### config.mk
export PLATFORM = sky130hd
export DESIGN_NAME = i4qdp_front
export DESIGN_NICKNAME = d
export VERILOG_FILES = /design/src/hdl/i4qdp_pkg.sv /design/src/hdl/i4qdp_front.sv
export SDC_FILE = /design/constraint.sdc
export NUM_CORES = 1
export LEC_CHECK = 0
export CORE_UTILIZATION = 40
export DETAILED_ROUTE_END_ITERATION = 10
export DONT_BUFFER_PORTS = 1
export SYNTH_ARGS = -nofsm -noshare
export SYNTH_HDL_FRONTEND = slang
export SYNTH_SLANG_ARGS = --single-unit
### constraint.sdc
create_clock -name clk -period 12.7 [get_ports clk]
set_input_delay 0 -clock clk [delete_from_list [all_inputs] [get_ports clk]]
set_output_delay 0 -clock clk [all_outputs]
set_load 0.05 [all_outputs]
### src/hdl/i4qdp_pkg.sv
package i4qdp_pkg;

    localparam int LANES = 4;

    // Width of the working frame of the floating-point unit.
    localparam int FW = 80;

    localparam logic [31:0] F32_NEG_ZERO = 32'h8000_0000;
    localparam logic [31:0] F32_ONE      = 32'h3F80_0000;
    localparam logic [31:0] F32_DEF_NAN  = 32'hFFC0_0000;
    localparam logic [31:0] F32_QNAN_BIT = 32'h0040_0000;

    typedef enum logic [1:0] {
        REG_GROUP_SIZE = 2'd0,
        REG_ACT_SCALE  = 2'd1,
        REG_ZERO_POINT = 2'd2
    } cfg_reg_t;

    typedef struct packed {
        logic [31:0] acc;
        logic [31:0] outer_scale;
        logic [31:0] ksum;
        logic        first;
        logic        last;
    } grp_entry_t;

    typedef struct packed {
        logic start;
        logic int_mode;
        logic neg_c;
    } fma_ctl_t;

    typedef struct packed {
        logic               sign;
        logic               nan;
        logic               inf;
        logic               zero;
        logic [23:0]        mant;
        logic signed [11:0] lsb;
    } fp_unpacked_t;

    typedef enum logic [2:0] {
        FS_IDLE,
        FS_MUL,
        FS_ALIGN,
        FS_ADD,
        FS_NORM,
        FS_ROUND,
        FS_DONE
    } fma_state_t;

    typedef enum logic [2:0] {
        BS_IDLE,
        BS_CONV,
        BS_GROUP,
        BS_KZ,
        BS_SUB,
        BS_SCALE,
        BS_OUT
    } back_state_t;

    function automatic fp_unpacked_t unpack_f32(input logic [31:0] v);
        fp_unpacked_t u;
        logic [7:0]   e1;
        u.sign = v[31];
        u.nan  = (v[30:23] == 8'hFF) && (v[22:0] != 23'd0);
        u.inf  = (v[30:23] == 8'hFF) && (v[22:0] == 23'd0);
        u.zero = (v[30:0] == 31'd0);
        u.mant = {(v[30:23] != 8'd0), v[22:0]};
        e1     = (v[30:23] == 8'd0) ? 8'd1 : v[30:23];
        // Weight of the mantissa LSB, as a power of two.
        u.lsb  = $signed({4'b0000, e1}) - 12'sd150;
        return u;
    endfunction

    // Right shift that ORs every bit shifted out into the LSB.
    function automatic logic [FW-1:0] jam_shr(input logic [FW-1:0] v, input logic [6:0] s);
        logic [FW-1:0] mask;
        mask = ~({FW{1'b1}} << s);
        return (v >> s) | FW'(|(v & mask));
    endfunction

    function automatic logic [31:0] i8_to_f32(input logic signed [7:0] v);
        logic [7:0]  mag;
        logic [2:0]  pos;
        logic [22:0] frac;
        logic [7:0]  ex;
        mag = v[7] ? 8'(-v) : 8'(v);
        pos = 3'd0;
        for (int i = 0; i < 8; i++) begin
            if (mag[i]) begin
                pos = 3'(i);
            end
        end
        frac = 23'({15'd0, mag} << (5'd23 - {2'b00, pos}));
        ex   = 8'd127 + {5'd0, pos};
        return (mag == 8'd0) ? 32'd0 : {v[7], ex, frac};
    endfunction

endpackage

### src/hdl/i4qdp_front.sv
module i4qdp_front
    import i4qdp_pkg::*;
(
    input  logic               clk,
    input  logic               rst_n,
    input  logic               push,
    output logic               full,
    input  logic signed [7:0]  act_a,
    input  logic signed [7:0]  act_b,
    input  logic signed [7:0]  act_c,
    input  logic signed [7:0]  act_d,
    input  logic signed [3:0]  wt_a,
    input  logic signed [3:0]  wt_b,
    input  logic signed [3:0]  wt_c,
    input  logic signed [3:0]  wt_d,
    input  logic signed [7:0]  inner_scale,
    input  logic [31:0]        outer_scale_bits,
    input  logic [31:0]        weight_ksum_bits,
    input  logic               last,
    input  logic [12:0]        group_size,
    input  logic               q_full,
    output logic               q_push,
    output grp_entry_t         q_data
);

    logic signed [7:0] act_v [LANES];
    logic signed [3:0] wt_v  [LANES];
    logic [31:0]       acc_reg, acc_next;
    logic [11:0]       count_reg, count_next;
    logic              first_reg, first_next;
    logic [31:0]       acc_sum;
    logic [10:0]       items;
    logic [11:0]       cnt_inc;
    logic              accept, close;

    assign act_v[0] = act_a;
    assign act_v[1] = act_b;
    assign act_v[2] = act_c;
    assign act_v[3] = act_d;
    assign wt_v[0]  = wt_a;
    assign wt_v[1]  = wt_b;
    assign wt_v[2]  = wt_c;
    assign wt_v[3]  = wt_d;

    // Each weight is scaled with 8-bit wraparound before meeting its activation.
    always_comb
    begin
        logic signed [11:0] wprod;
        logic signed [7:0]  ws;
        logic signed [15:0] lp;
        logic [31:0]        sum;
        sum = 32'd0;
        for (int i = 0; i < LANES; i++)
        begin
            wprod = 12'(wt_v[i]) * 12'(inner_scale);
            ws    = $signed(wprod[7:0]);
            lp    = 16'(act_v[i]) * 16'(ws);
            sum   = sum + 32'(lp);
        end
        acc_sum = acc_reg + sum;
    end

    assign items   = (group_size[12:2] == 11'd0) ? 11'd1 : group_size[12:2];
    assign cnt_inc = count_reg + 12'd1;
    assign close   = (cnt_inc >= {1'b0, items}) || (cnt_inc == 12'd0) || last;
    assign accept  = push && !q_full;
    assign full    = q_full;
    assign q_push  = accept && close;

    always_comb
    begin
        q_data.acc         = acc_sum;
        q_data.outer_scale = outer_scale_bits;
        q_data.ksum        = weight_ksum_bits;
        q_data.first       = first_reg;
        q_data.last        = last;
    end

    always_comb
    begin
        acc_next   = acc_reg;
        count_next = count_reg;
        first_next = first_reg;
        if (accept)
        begin
            if (close)
            begin
                acc_next   = 32'd0;
                count_next = 12'd0;
                first_next = last;
            end
            else
            begin
                acc_next   = acc_sum;
                count_next = cnt_inc;
            end
        end
    end

    always_ff @(posedge clk or negedge rst_n)
    begin
        if (!rst_n)
        begin
            acc_reg   <= 32'd0;
            count_reg <= 12'd0;
            first_reg <= 1'b1;
        end
        else
        begin
            acc_reg   <= acc_next;
            count_reg <= count_next;
            first_reg <= first_next;
        end
    end

endmodule

### After elaboration in Yosys (flattened, before gate mapping)

Index checks and enable logic that the tools add are counted.

| storage, ports and cells | value |
|---|---|
| output and inout bits | 100 |
| logic and storage cells | 28 |
| register bits | 45 |
| input port bits | 138 |

| operators by class | value |
|---|---|
| multiplexer cells | 3 |
| reductions and logical operators | 8 |
| $lt $le $gt $ge | 1 |
| multiply operators | 8 |
| add/sub/neg operators | 5 |

Operators by type and width:

| cell | count |
|---|---|
| $mul 8x8->16 | 4 |
| $add 32x32->32 | 1 |
| $mul 4x8->8 | 4 |
| $mux 32 | 1 |
| $add 18x16->19 | 1 |
| $add 17x16->18 | 1 |
| $add 16x16->17 | 1 |
| $add 12x1->12 const B | 1 |
| $ge 12x11->1 | 1 |
| $logic_not 12->1 | 1 |
| $mux 12 | 1 |
| $logic_not 11->1 | 1 |
| $mux 11 | 1 |
| $logic_and 1x1->1 | 2 |
| $logic_or 1x1->1 | 2 |
| $reduce_and 2->1 | 1 |
| $logic_not 1->1 | 1 |

### Longest topological paths before layout

Gate-level depths: netlist of the first run.

| depth | value |
|---|---|
| depth in word-level cells | 7 |
| mapped depth | 51 |
| gate-level depth less buffers | 50 |

### Worst setup path after synthesis of the first run

OpenSTA, ideal clock, no wires.

| path | value |
|---|---|
| kind | in2reg |
| from | input port inner_scale[2] |
| to | register acc_reg[30] |
| setup slack | 882 ps |
| stages on the path | 43 |
| required time | 12630 ps |
| data arrival time | 11747 ps |
| library setup time | 70 ps |
| cells stage by stage | clkbuf_1 nand2_1 fa_1 fa_1 fa_1 inv_1 ha_1 fa_1 a21o_1 a21oi_1 xnor2_1 xnor2_1 nor2_1 fa_1 inv_1 fa_1 inv_1 fa_1 (+7 left out) ha_1 nor3_1 o21bai_1 o41ai_2 o211ai_1 a31oi_1 a21oi_1 xnor2_2 ha_1 and4_1 and4_1 nand2_1 o211ai_1 a21oi_1 o21ai_0 a41oi_1 xnor2_1 a22o_1 |

RTL lines:

| element | line | source |
|---|---|---|
| start: declaration | i4qdp_front.sv:16 | `input logic signed [7:0] inner_scale,` |
| end signal: assignment | i4qdp_front.sv:110 | `acc_reg <= acc_next;` |
| end: declaration | i4qdp_front.sv:28 | `logic [31:0] acc_reg, acc_next;` |

==> results of run 1 <==
cells in the final DEF, fill, tap and decap left out, types with 35 or more instances in the layout:
master,instances
sky130_fd_sc_hd__fa_1,368
sky130_fd_sc_hd__buf_4,35
sky130_fd_sc_hd__a21oi_1,49
sky130_fd_sc_hd__and3_1,35
sky130_fd_sc_hd__and2_1,146
sky130_fd_sc_hd__nand2_1,205
sky130_fd_sc_hd__nor2_1,51
sky130_fd_sc_hd__dfrtp_1,44
sky130_fd_sc_hd__ha_1,190
sky130_fd_sc_hd__o21ai_0,49
sky130_fd_sc_hd__inv_1,426
sky130_fd_sc_hd__xnor2_1,71
worst paths after layout:
path                                to                 start  slack [ps]
max in group asynchronous    first_reg                 rst_n       12190
min reg2reg                acc_reg[31]           acc_reg[31]         490
min                         q_data[26]  weight_ksum_bits[24]        0.02
min in group asynchronous  acc_reg[26]                 rst_n         210
max                         q_data[97]        inner_scale[0]         810
max reg2reg                  first_reg          count_reg[0]        8970
metrics by stage:
| step | setup WS [ps] | utilization [%] | hold slack, ps | cell area (µm²) | cells |
|---|---|---|---|---|---|
| 2_1_floorplan | 882 | - | -296 | 17900 | 1930 |
| 3_3_place_gp | 625 | 41.3 | -295 | 18200 | 2462 |
| 3_5_place_dp | 465 | 41.3 | -295 | 18200 | 2462 |
| 4_1_cts | 436 | 41.8 | 0.341 | 18400 | 2473 |
| 5_1_grt | 74.0 | 41.8 | 0.0718 | 18400 | 2473 |
| 6_report | 810 | 41.8 | 0.0220 | 18400 | 2473 |
what timing repair did:
| action | CTS | global route |
|---|---|---|
| endpoints found under the hold margin | 46 | 0 |
| endpoints found under the setup margin | 0 | 3 |
| gates resized for setup | 0 | 2 |
| hold buffers | 3 | 0 |
Yosys cell counts, types with 3 or more instances:
master,count,area [µm²]
sky130_fd_sc_hd__or2_2,10,62.6
sky130_fd_sc_hd__xnor2_1,73,639
sky130_fd_sc_hd__xor2_1,23,201
sky130_fd_sc_hd__nand4_1,3,18.8
sky130_fd_sc_hd__nor4_1,3,18.8
sky130_fd_sc_hd__clkbuf_1,23,86.3
sky130_fd_sc_hd__nand3_1,17,85.1
sky130_fd_sc_hd__fa_1,368,7370
sky130_fd_sc_hd__o21bai_1,4,30.0
sky130_fd_sc_hd__o21ai_0,49,245
sky130_fd_sc_hd__a211oi_1,6,45.0
sky130_fd_sc_hd__ha_1,190,2380
sky130_fd_sc_hd__and4_1,3,26.3
sky130_fd_sc_hd__nor2_1,51,191
sky130_fd_sc_hd__buf_4,67,503
sky130_fd_sc_hd__o21ai_1,4,20.0
sky130_fd_sc_hd__nand2b_1,27,169
sky130_fd_sc_hd__a21oi_1,49,245
sky130_fd_sc_hd__o211ai_1,6,45.0
sky130_fd_sc_hd__nand2_1,205,769
sky130_fd_sc_hd__and3_1,35,219
sky130_fd_sc_hd__buf_6,4,45.0
sky130_fd_sc_hd__nor2b_1,8,50.1
sky130_fd_sc_hd__a22o_1,10,87.6
sky130_fd_sc_hd__a31o_2,4,35.0
sky130_fd_sc_hd__a31oi_1,3,18.8
sky130_fd_sc_hd__inv_1,426,1600
sky130_fd_sc_hd__dfrtp_1,44,1100
sky130_fd_sc_hd__a21o_1,22,165
sky130_fd_sc_hd__o31ai_1,3,22.5
sky130_fd_sc_hd__nor3_1,5,25.0
sky130_fd_sc_hd__and2_1,146,913
logic make-up (layout without fill, tap and decap cells):
group | count (synthesis) | after routing
AO/OA/AOI/OAI | 179 | 179
XOR/XNOR | 99 | 99
multiplexers | 3 | 3
adder cells (fa/ha/maj) | 558 | 558
flip-flops | 45 | 45
buffers and inverters | 522 | 473
AND/OR/NAND/NOR | 524 | 524
worst register-to-register path, stage by stage (launching register included):
cell	delay [ps]
sky130_fd_sc_hd__dfrtp_1	430
sky130_fd_sc_hd__ha_1	300
sky130_fd_sc_hd__nand2_2	110
sky130_fd_sc_hd__and2b_1	340
sky130_fd_sc_hd__nand3_1	160
sky130_fd_sc_hd__xnor2_2	250
sky130_fd_sc_hd__ha_1	290
sky130_fd_sc_hd__and3_1	190
sky130_fd_sc_hd__a211oi_1	230
sky130_fd_sc_hd__nand3_1	110
sky130_fd_sc_hd__a311o_2	600
sky130_fd_sc_hd__inv_6	190
sky130_fd_sc_hd__nor2_4	100
sky130_fd_sc_hd__mux2_4	370
final cells by class:
cell class              count  area share [%]
clock buffers               7           0.828
clock inverters             1          0.0271
inverters                 427            8.72
multi-input cells        1363            78.6
flip-flops and latches     45            6.11
well taps                 592            4.02
repair buffers             38            1.68
metal layers:
layer  GRT usage, %  vias up  wire [µm]
met2           31.5      270      20000
li1               -     5710          -
met4           4.36        0        927
met5              0        -          0
met1           24.6     6137      16700
met3           2.53       59       2020
==> run summary, run 1 <==
The flow ran to the end, and the final reports show no timing, DRC or antenna violations. Level count of the clock H-tree: 2. Setup repair after global routing left no endpoint under its margin. The count of final hold-check violations was 0; the share of synthesized registers carrying an async set or reset was 100%. The post-CTS repair timing setup buffer count was 0; the compound-cell area share of the yosys netlist was 6.43%.

After Yosys synthesis, and, or, nand and nor cells account for 14.8% of the synthesized area. The final critical-path share of the clock period was 93.6%; the minimum clock period was 11890 ps. The cell area after technology mapping is 17900 µm², and the mean cell area of the mapped netlist is 9.25 µm². The first detailed-routing pass took 5 iterations.

Family with the most delay on the worst path: adder cells. Highest fanout seen on the critical path: 44. Detailed placement finished with a half-perimeter wire length of 34600 µm.

The number of fill cells in the layout is 4382. The logs give 8.17 ps for the final setup skew and 63 for the count of unique library cells instantiated by Yosys. The clock net sink count was 45; the post-synthesis net count was 2626. For this run, the number of Yosys warnings is 0.

For this block, the initial DRC count from the detailed router was 532. After floorplanning, the core was divided into 77 placement rows. At the later pin of the worst-skew pair, clock insertion delay measures 290 ps. The final count of negative-setup-slack endpoints is 0, and the number of antenna violations at the first check in global routing is 0. The initial utilization of the core area, before any placement, comes to 40.5%. The number of max-capacitance violations reported was 0.

The multi-input combinational cells in the finished layout cover a total of 14500 µm². The total grt overflow is 0, and the largest net degree at the start of global routing is 46. At the end of routability-driven placement, the weighted congestion stood at 0.853. Once detail routing completed, the nets flagged for antenna violations numbered 0. TritonCTS built the clock tree. The repair_antennas step left the layout with diodes totalling 0. In the final routed layout, each cell accounts on average for 16.1 µm. The logs give 6.31% for the fraction of the yosys area taken by sequential cells and 1130 µm² for the flip-flop and latch area. Startpoint kind of the worst setup timing path: an input pin. At the worst endpoint, the required time is 12700 ps.

The critical path is of the input pin to output port type. For the placeable core region, the log shows 44100 µm². In the routed layout, each cell is associated on average with a via count of 4.92. The depth of the most critical reg-to-reg path is 13. The most instantiated flip-flop cell in the synthesis netlist was sky130_fd_sc_hd__dfrtp_1. The tools report the global routing usage summed across all routing layers as 18.4%. The cell repeated most along the worst path is sky130_fd_sc_hd__fa_1. The routed layout has 12.2k vias. The run gives 12.9k as the via count of the first global-routing pass. In the synthesized netlist, the number of instances is 1930. Worst-margin pin slew: 1100 ps. The type of the most critical hold path was input pin to output port. In this run the count of I/O pins placed on the die edge is 238. Cells with a size suffix above 1 make up 4.36% of the layout.

The floorplan step set the die width to 213 µm. The area growth from synthesis to layout is 3.24%. The die is 213 µm tall. The flip-flop count of the largest register, all copies and words added was 32. The final layout contains 2576 nets. The count of buffers from port buffering works out to 0. The tools report the wire length of the first global-routing pass as 66300 µm. The final wirelength is 39700 µm, and the total buffers and inverters traversed by the critical path is 7.

STA classifies the critical path endpoint as an output port. In the synthesized netlist, mux cells make up 0.210% of the area. The largest stage delay on the critical path is 580 ps, and the synthesis-stage register bit count is 45.

Number of stages on the worst hold path: 0. For this run, the top clock speed supported by timing is 0.0841 GHz. The logs give 0 for the final count of pins violating max slew and 2 for the maximum number of buffers from clock root to sink. For the setup TNS, the log shows 0 ps. In the routed design, unresolved DRC markers number 0. At the worst endpoint, the arrival time is 11890 ps.

By area, the combinational part of the netlist is dominated by adder cells. Summing the areas of all xor and xnor instances in the mapped netlist gives 5.02% of the synthesized area. Library cell used as clock root buffer: sky130_fd_sc_hd__clkbuf_16. Die area: 45500 µm². The critical path's slowest cell is sky130_fd_sc_hd__fa_1.

The number of enable-type register cells in the synthesized netlist was 0. The area share of fa/ha/maj cells after synthesis was 54.6%; the critical path depth was 40. In this run, CTS created clock tree buffers numbering 5. Headroom to the max-slew limit came out at 26.6%.
Power of run 1 is left out: the tool's default activity adds up to more than one toggle a clock period on the data nets, which glitch-free logic cannot reach.
==> inputs of run 2 (changes only) <==
Settings changed: PLACE_DENSITY set to 0.59.
==> run summary, run 2 (synthesis gave the netlist of run 1 again) <==
Placeable core region: 44100 µm² (unchanged). The count of buffers from port buffering is 0 (unchanged). The flip-flop count of the largest register, all copies and words added is 32 (unchanged), and the global routing usage summed across all routing layers is 18.3% (-0.11 points).

The logs give 0.0842 GHz (+0.13%) for the top achievable clock speed and 39300 µm (-0.96%) for the final wirelength. Normalized max-slew margin: 28.0% (+1.3 points). The run gives 12700 ps (about the same) as the endpoint required time on the critical path. The critical path is of the input pin to output port type. The minimum clock period is 11870 ps (-15.6 ps). The flow ran to the end, and the final reports show no timing, DRC or antenna violations.

The area growth from synthesis to final layout was 3.16% (about the same); the overall die height was 213 µm (unchanged). The per-cell via count in the routed design works out to 4.88 (-0.92%). Post-CTS repair timing setup buffer count: 0 (unchanged). The root buffer cell chosen for the clock tree is sky130_fd_sc_hd__clkbuf_16.

The leading cell type in the layout, fill and taps excluded was sky130_fd_sc_hd__inv_1. The clock net sink count came out at 45 (unchanged). The final setup skew was 6.52 ps (-1.66 ps). The tools report the maximum number of buffers from clock root to sink as 2 (unchanged). Die area: 45500 µm² (unchanged). The startpoint kind of the worst setup timing path was an input pin. The total number of nets in the final design is 2574 (-0.078%).

The arrival time at the worst endpoint was 11870 ps (-20 ps); the number of max-capacitance violations reported was 0 (unchanged). The critical path's slowest cell is sky130_fd_sc_hd__fa_1. Nature of the critical path endpoint: an output port. The logs give 1 (+1) for the number of antenna violations at the first check in global routing and 41.8% (about the same) for the utilization of the core after routing. The largest net degree at the start of global routing is 46 (unchanged). The highest fanout seen on the critical path came out at 44 (unchanged). The setup TNS came out at 0 ps (unchanged). The level count of the clock H-tree was 2 (unchanged); the number of buffers created by CTS was 5 (unchanged). The logs give 379 ps (-86.0 ps) for the worst slack at placement and 4440 (+1.3%) for the number of fill cells in the layout. The top cell types in the final layout, fill and taps aside, are 426 x sky130_fd_sc_hd__inv_1, 368 x sky130_fd_sc_hd__fa_1, 205 x sky130_fd_sc_hd__nand2_1. The run gives 7 (+2) as the number of search-and-repair iterations in the first detailed-routing pass. The cell area after layout was 18400 µm² (about the same); the final critical-path share of the clock period was 93.5% (-0.12 points). TritonCTS built the clock tree.

Final count of pins violating max slew: 0 (unchanged). The final count of negative-setup-slack endpoints is 0 (unchanged), and the via count of the first global-routing pass is 12.8k (-1.1%). The worst-margin pin slew came out at 1080 ps (-19.9 ps). Setup repair after global routing left no endpoint under its margin. The average detailed-routed wire length per instance was 15.9 µm (-0.88%); the total grt overflow was 0 (unchanged). The via count was 12.1k (-1.0%); the fraction of final layout cells sized beyond drive strength 1 was 4.26% (-0.10 points). The cell repeated most along the worst path was sky130_fd_sc_hd__fa_1. The die width was 213 µm (unchanged). The logs give 0 (unchanged) for the count of final hold-check violations and 77 (unchanged) for the cell row count. The weighted congestion at the end of routability-driven global placement is 0.860 (+0.82%), and the antenna cell count is 0 (unchanged).

The logs give 0 (unchanged) for the count of antenna-violating nets left after detailed routing and 0 (unchanged) for the number of design rule violations left after detail routing. The tools report the DRC violation total after the first TritonRoute iteration as 554 (+4.1%). For the number of placed I/O pins, the log shows 238 (unchanged). Type of the most critical hold path: input pin to output port. The final worst-path setup slack is 826 ps (+15.6 ps), and the later-pin clock latency in the skew report is 300 ps (about the same). The post-detailed-placement cell area was 18200 µm² (about the same); the total half-perimeter wirelength after legalization and detailed placement was 34200 µm (-1.2%).

Effective utilization at floorplan: 40.5% (unchanged). The largest stage delay on the critical path was 550 ps (-30 ps); the wire length of the first global-routing pass was 66100 µm (-0.30%).
-- run 2: cell count changes in the layout (fill, tap and decap cells not counted) --
cell / delta
sky130_fd_sc_hd__buf_4: -2
sky130_fd_sc_hd__clkbuf_1: +1
sky130_fd_sc_hd__clkbuf_8: -2
sky130_fd_sc_hd__clkinv_2: +1
sky130_fd_sc_hd__xnor2_1: -1
sky130_fd_sc_hd__xnor2_4: +1
-- run 2: worst paths after layout --
path,from,to,slack (ps),cells after the start
max,inner_scale[0],q_data[97],830,40
min,weight_ksum_bits[23],q_data[25],0.02,0
max reg2reg,count_reg[0],first_reg,8950,13
min reg2reg,acc_reg[11],acc_reg[11],490,2
max in group asynchronous,rst_n,first_reg,12200,2
min in group asynchronous,rst_n,acc_reg[24],210,2
-- run 2: critical path, delay by kind of cell --
family	cells	cell delay, ps
AO/OA/AOI/OAI	10	2550
XOR/XNOR	4	1300
adder cells (fa/ha/maj)	15	6590
AND/OR/NAND/NOR	3	400
buffers and inverters	8	980
-- run 2: layout make-up --
class,instances,area [µm²],area share (%)
clock buffers,6,129,0.699
clock inverters,2,10.0,0.0543
inverters,427,1610,8.73
multi-input cells,1363,14500,78.8
flip-flops and latches,45,1130,6.12
well taps,592,741,4.02
repair buffers,36,295,1.60
-- run 2: metal layers --
metal / wire (µm) / global-route usage (%)
met1: 16900 / 24.7
met2: 20200 / 31.7
met3: 1820 / 2.79
met4: 354 / 2.14
met5: 0 / 0
-- run 2: metrics by stage --
step / hold slack [ps] / std cells
after detailed placement: -295 / 2460
after global routing: 0.0718 / 2471
after global placement: -295 / 2460
after CTS: 0.341 / 2471
after floorplan: -296 / 1930
final: 0.0193 / 2471
-- run 2: what timing repair did --
item	4_1_cts	5_1_grt
setup endpoints to repair	0	3
hold endpoints to repair	46	0
gates resized for setup	0	4
hold buffers	3	0
Power of run 2 is left out for the same reason.
==> inputs of run 3 (changes only) <==
Settings changed: CORE_UTILIZATION 40 to 48, PLACE_DENSITY 0.59 to 0.68.
Clock period 12.7 ns to 11.3 ns, I/O delays scaled along.
==> run summary, run 3 (synthesis gave the netlist of run 1 again) <==
The type of the most critical hold path is input pin to output port. The run gives 70 (-9.1%) as the cell row count. The run gives 2356 (-4.2%) as the total placed cells including tap cells. The number of buffers created by CTS was 5 (unchanged); the via count was 12.5k (+3.5%). For the largest net degree at the start of global routing, the log shows 46 (unchanged).

The number of antenna violations at the first check in global routing was 0 (-1). The endpoint identified for the worst register-to-register timing path is first_reg. In the layout the commonest cells are 418 x sky130_fd_sc_hd__inv_1, 360 x sky130_fd_sc_hd__fa_1, 205 x sky130_fd_sc_hd__nand2_1.

For the endpoint required time on the critical path, the log shows 11300 ps (-1400 ps). Level count of the clock H-tree: 2 (unchanged). The worst setup path is captured at an output port. In the finished design, the share of the clock period the worst path needs comes to 98.1%. Number of search-and-repair iterations in the first detailed-routing pass: 8 (+1). The library cell used as clock root buffer is sky130_fd_sc_hd__clkbuf_16.

The effective utilization at floorplan was 48.8% (+8.3 points); the met2 track demand over resource was 36.8% (+5.1 points). The total grt overflow is 0 (unchanged). The overall die height is 195 µm (-8.6%). The global routing met3 resource utilization came out at 3.26% (+0.47 points). For the DRC violation total after the first TritonRoute iteration, the log shows 627 (+13%). The wire length of the first global-routing pass is 66200 µm (about the same), and the die area is 38000 µm² (-17%). For the placeable core region, the log shows 36600 µm² (-17%). Setup repair after global routing could not meet its margin everywhere.

In this run the most used layer during global routing was met2. The tools report the arrival time at the worst endpoint as 11090 ps (-780 ps). Weighted congestion at the end of routability-driven global placement: 0.882 (+2.5%). The final count of pins violating max slew is 0 (unchanged).

The met1 track utilization from global routing was 28.6% (+3.9 points). The total number of nets in the final design was 2612 (+1.5%); the count of buffers from port buffering was 0 (unchanged). The tools report the normalized max-slew margin as 25.2% (-2.8 points). STA classifies the critical path startpoint as an input pin.

The last element of the critical path is q_data[97]. The area growth from synthesis to layout is 6.33%. The fraction of final layout cells sized beyond drive strength 1 was 9.65% (+5.4 points); the number of placed I/O pins was 238 (unchanged).

The per-cell via count in the routed design was 5.23 (+7.3%); the count of antenna-violating nets left after detailed routing was 0 (unchanged). The critical path in this run is classified as input pin to output port. The library cell used most frequently in the layout, excluding fill and tap cells, is sky130_fd_sc_hd__inv_1.

For the count of final hold-check violations, the log shows 0 (unchanged). The run gives 300 ps (about the same) as the later-pin clock latency in the skew report. The maximum number of buffers from clock root to sink is 2 (unchanged), and the utilization of the core after routing is 51.9% (+10 points). TritonCTS built the clock tree. The highest fanout seen on the critical path came out at 44 (unchanged). Among all stages on the critical path, the largest delay is contributed by sky130_fd_sc_hd__fa_1. The worst-margin pin slew is 1120 ps (+38.1 ps).

The via count of the first global-routing pass is 13.3k (+3.9%), and the total half-perimeter wirelength after legalization and detailed placement is 33100 µm (-3.1%). The final setup skew is 4.39 ps (-2.12 ps), and the flip-flop count of the largest register, all copies and words added is 32 (unchanged). Number of design rule violations left after detail routing: 0 (unchanged).

The cell repeated most along the worst path was sky130_fd_sc_hd__fa_1. The number of max-capacitance violations reported is 0 (unchanged), and the average detailed-routed wire length per instance is 16.4 µm (+3.1%). Die width: 195 µm (-8.6%).

The run gives 7640 ps (-1310 ps) as the setup slack of the worst register-to-register path. The most critical setup path has its startpoint at inner_scale[0]. The depth of the most critical reg-to-reg path is 13 (unchanged). In this run the critical register-to-register path is launched from count_reg[0]. Derived from the worst setup path, the maximum achievable clock frequency is 0.0902 GHz.

Number of fill cells in the layout: 3288 (-26%). The final non-filler cell total was 2385 (-3.5%). The logs give 21.5% (+3.2 points) for the global routing usage summed across all routing layers and 0 (unchanged) for the final count of negative-setup-slack endpoints.

The minimum clock period came out at 11090 ps. The clock net sink count came out at 45 (unchanged). The flow ran to the end, and the final reports show no timing, DRC or antenna violations. The largest stage delay on the critical path was 560 ps (about the same); the final wirelength was 39100 µm (-0.52%). The antenna cell count came out at 0 (unchanged).
==> run 3: changes by cell type in the layout (fill, tap and decap cells not counted), moves of 5 or more <==
cell	delta
sky130_fd_sc_hd__fa_2	+8
sky130_fd_sc_hd__buf_4	+34
sky130_fd_sc_hd__ha_4	+12
sky130_fd_sc_hd__fa_1	-8
sky130_fd_sc_hd__ha_1	-14
sky130_fd_sc_hd__a21oi_2	+9
sky130_fd_sc_hd__inv_1	-8
sky130_fd_sc_hd__o21ai_0	-5
sky130_fd_sc_hd__inv_2	+8
sky130_fd_sc_hd__a21oi_1	-10
==> run 3: cell type report <==
type / instances / area, µm² / share of cell area [%]
clock buffer: 5 / 125 / 0.659
clock inverter: 3 / 17.5 / 0.0922
inverter: 427 / 1610 / 8.47
multi-input combinational: 1363 / 14900 / 78.6
sequential: 45 / 1130 / 5.94
tap: 468 / 586 / 3.08
timing repair buffer: 74 / 608 / 3.20
==> run 3: critical path, delay by kind of cell <==
family	cells	cell delay (ps)
xor gates and xnor gates	4	930
AOI/OAI and AO/OA	13	2390
buffers and inverters	8	770
and+or+nand+nor	2	380
adders and majority gates	15	6610
==> run 3: metrics by stage <==
step / instance area (µm²) / hold WS (ps) / worst slack, ps / setup TNS (ps)
after floorplan: 17900 / -296 / 2.87 / 0
after detailed placement: 18300 / -295 / -109 / -221
after global routing: 19000 / 0.0718 / -219 / -792
after global placement: 18300 / -295 / 134 / 0
after CTS: 18500 / 0.341 / 7.54 / 0
final: 19000 / 0.0193 / 213 / 0
==> run 3: worst min-delay path by stage <==
stage,start,to,cells after the start
6_report,outer_scale_bits[18],q_data[52],0
4_1_cts,weight_ksum_bits[8],q_data[10],0
3_5_place_dp,rst_n,acc_reg[24],0
3_3_place_gp,rst_n,acc_reg[25],0
5_1_grt,weight_ksum_bits[11],q_data[13],0
2_1_floorplan,rst_n,acc_reg[0],0
==> run 3: timing repair <==
action,in CTS,in global routing
hold buffers,3,0
resized for setup,6,75
cloned,0,0
setup endpoints to repair,3,26
buffers inserted,0,18
pin swaps,1,54
endpoints found under the hold margin,46,0
==> run 3: per-layer routing <==
| metal | up-vias | routed length [µm] |
|---|---|---|
| li1 | 5779 | - |
| met1 | 6352 | 16100 |
| met2 | 297 | 20000 |
| met3 | 51 | 2170 |
| met4 | 0 | 862 |
| met5 | - | 0 |
Power of run 3 is left out for the same reason.
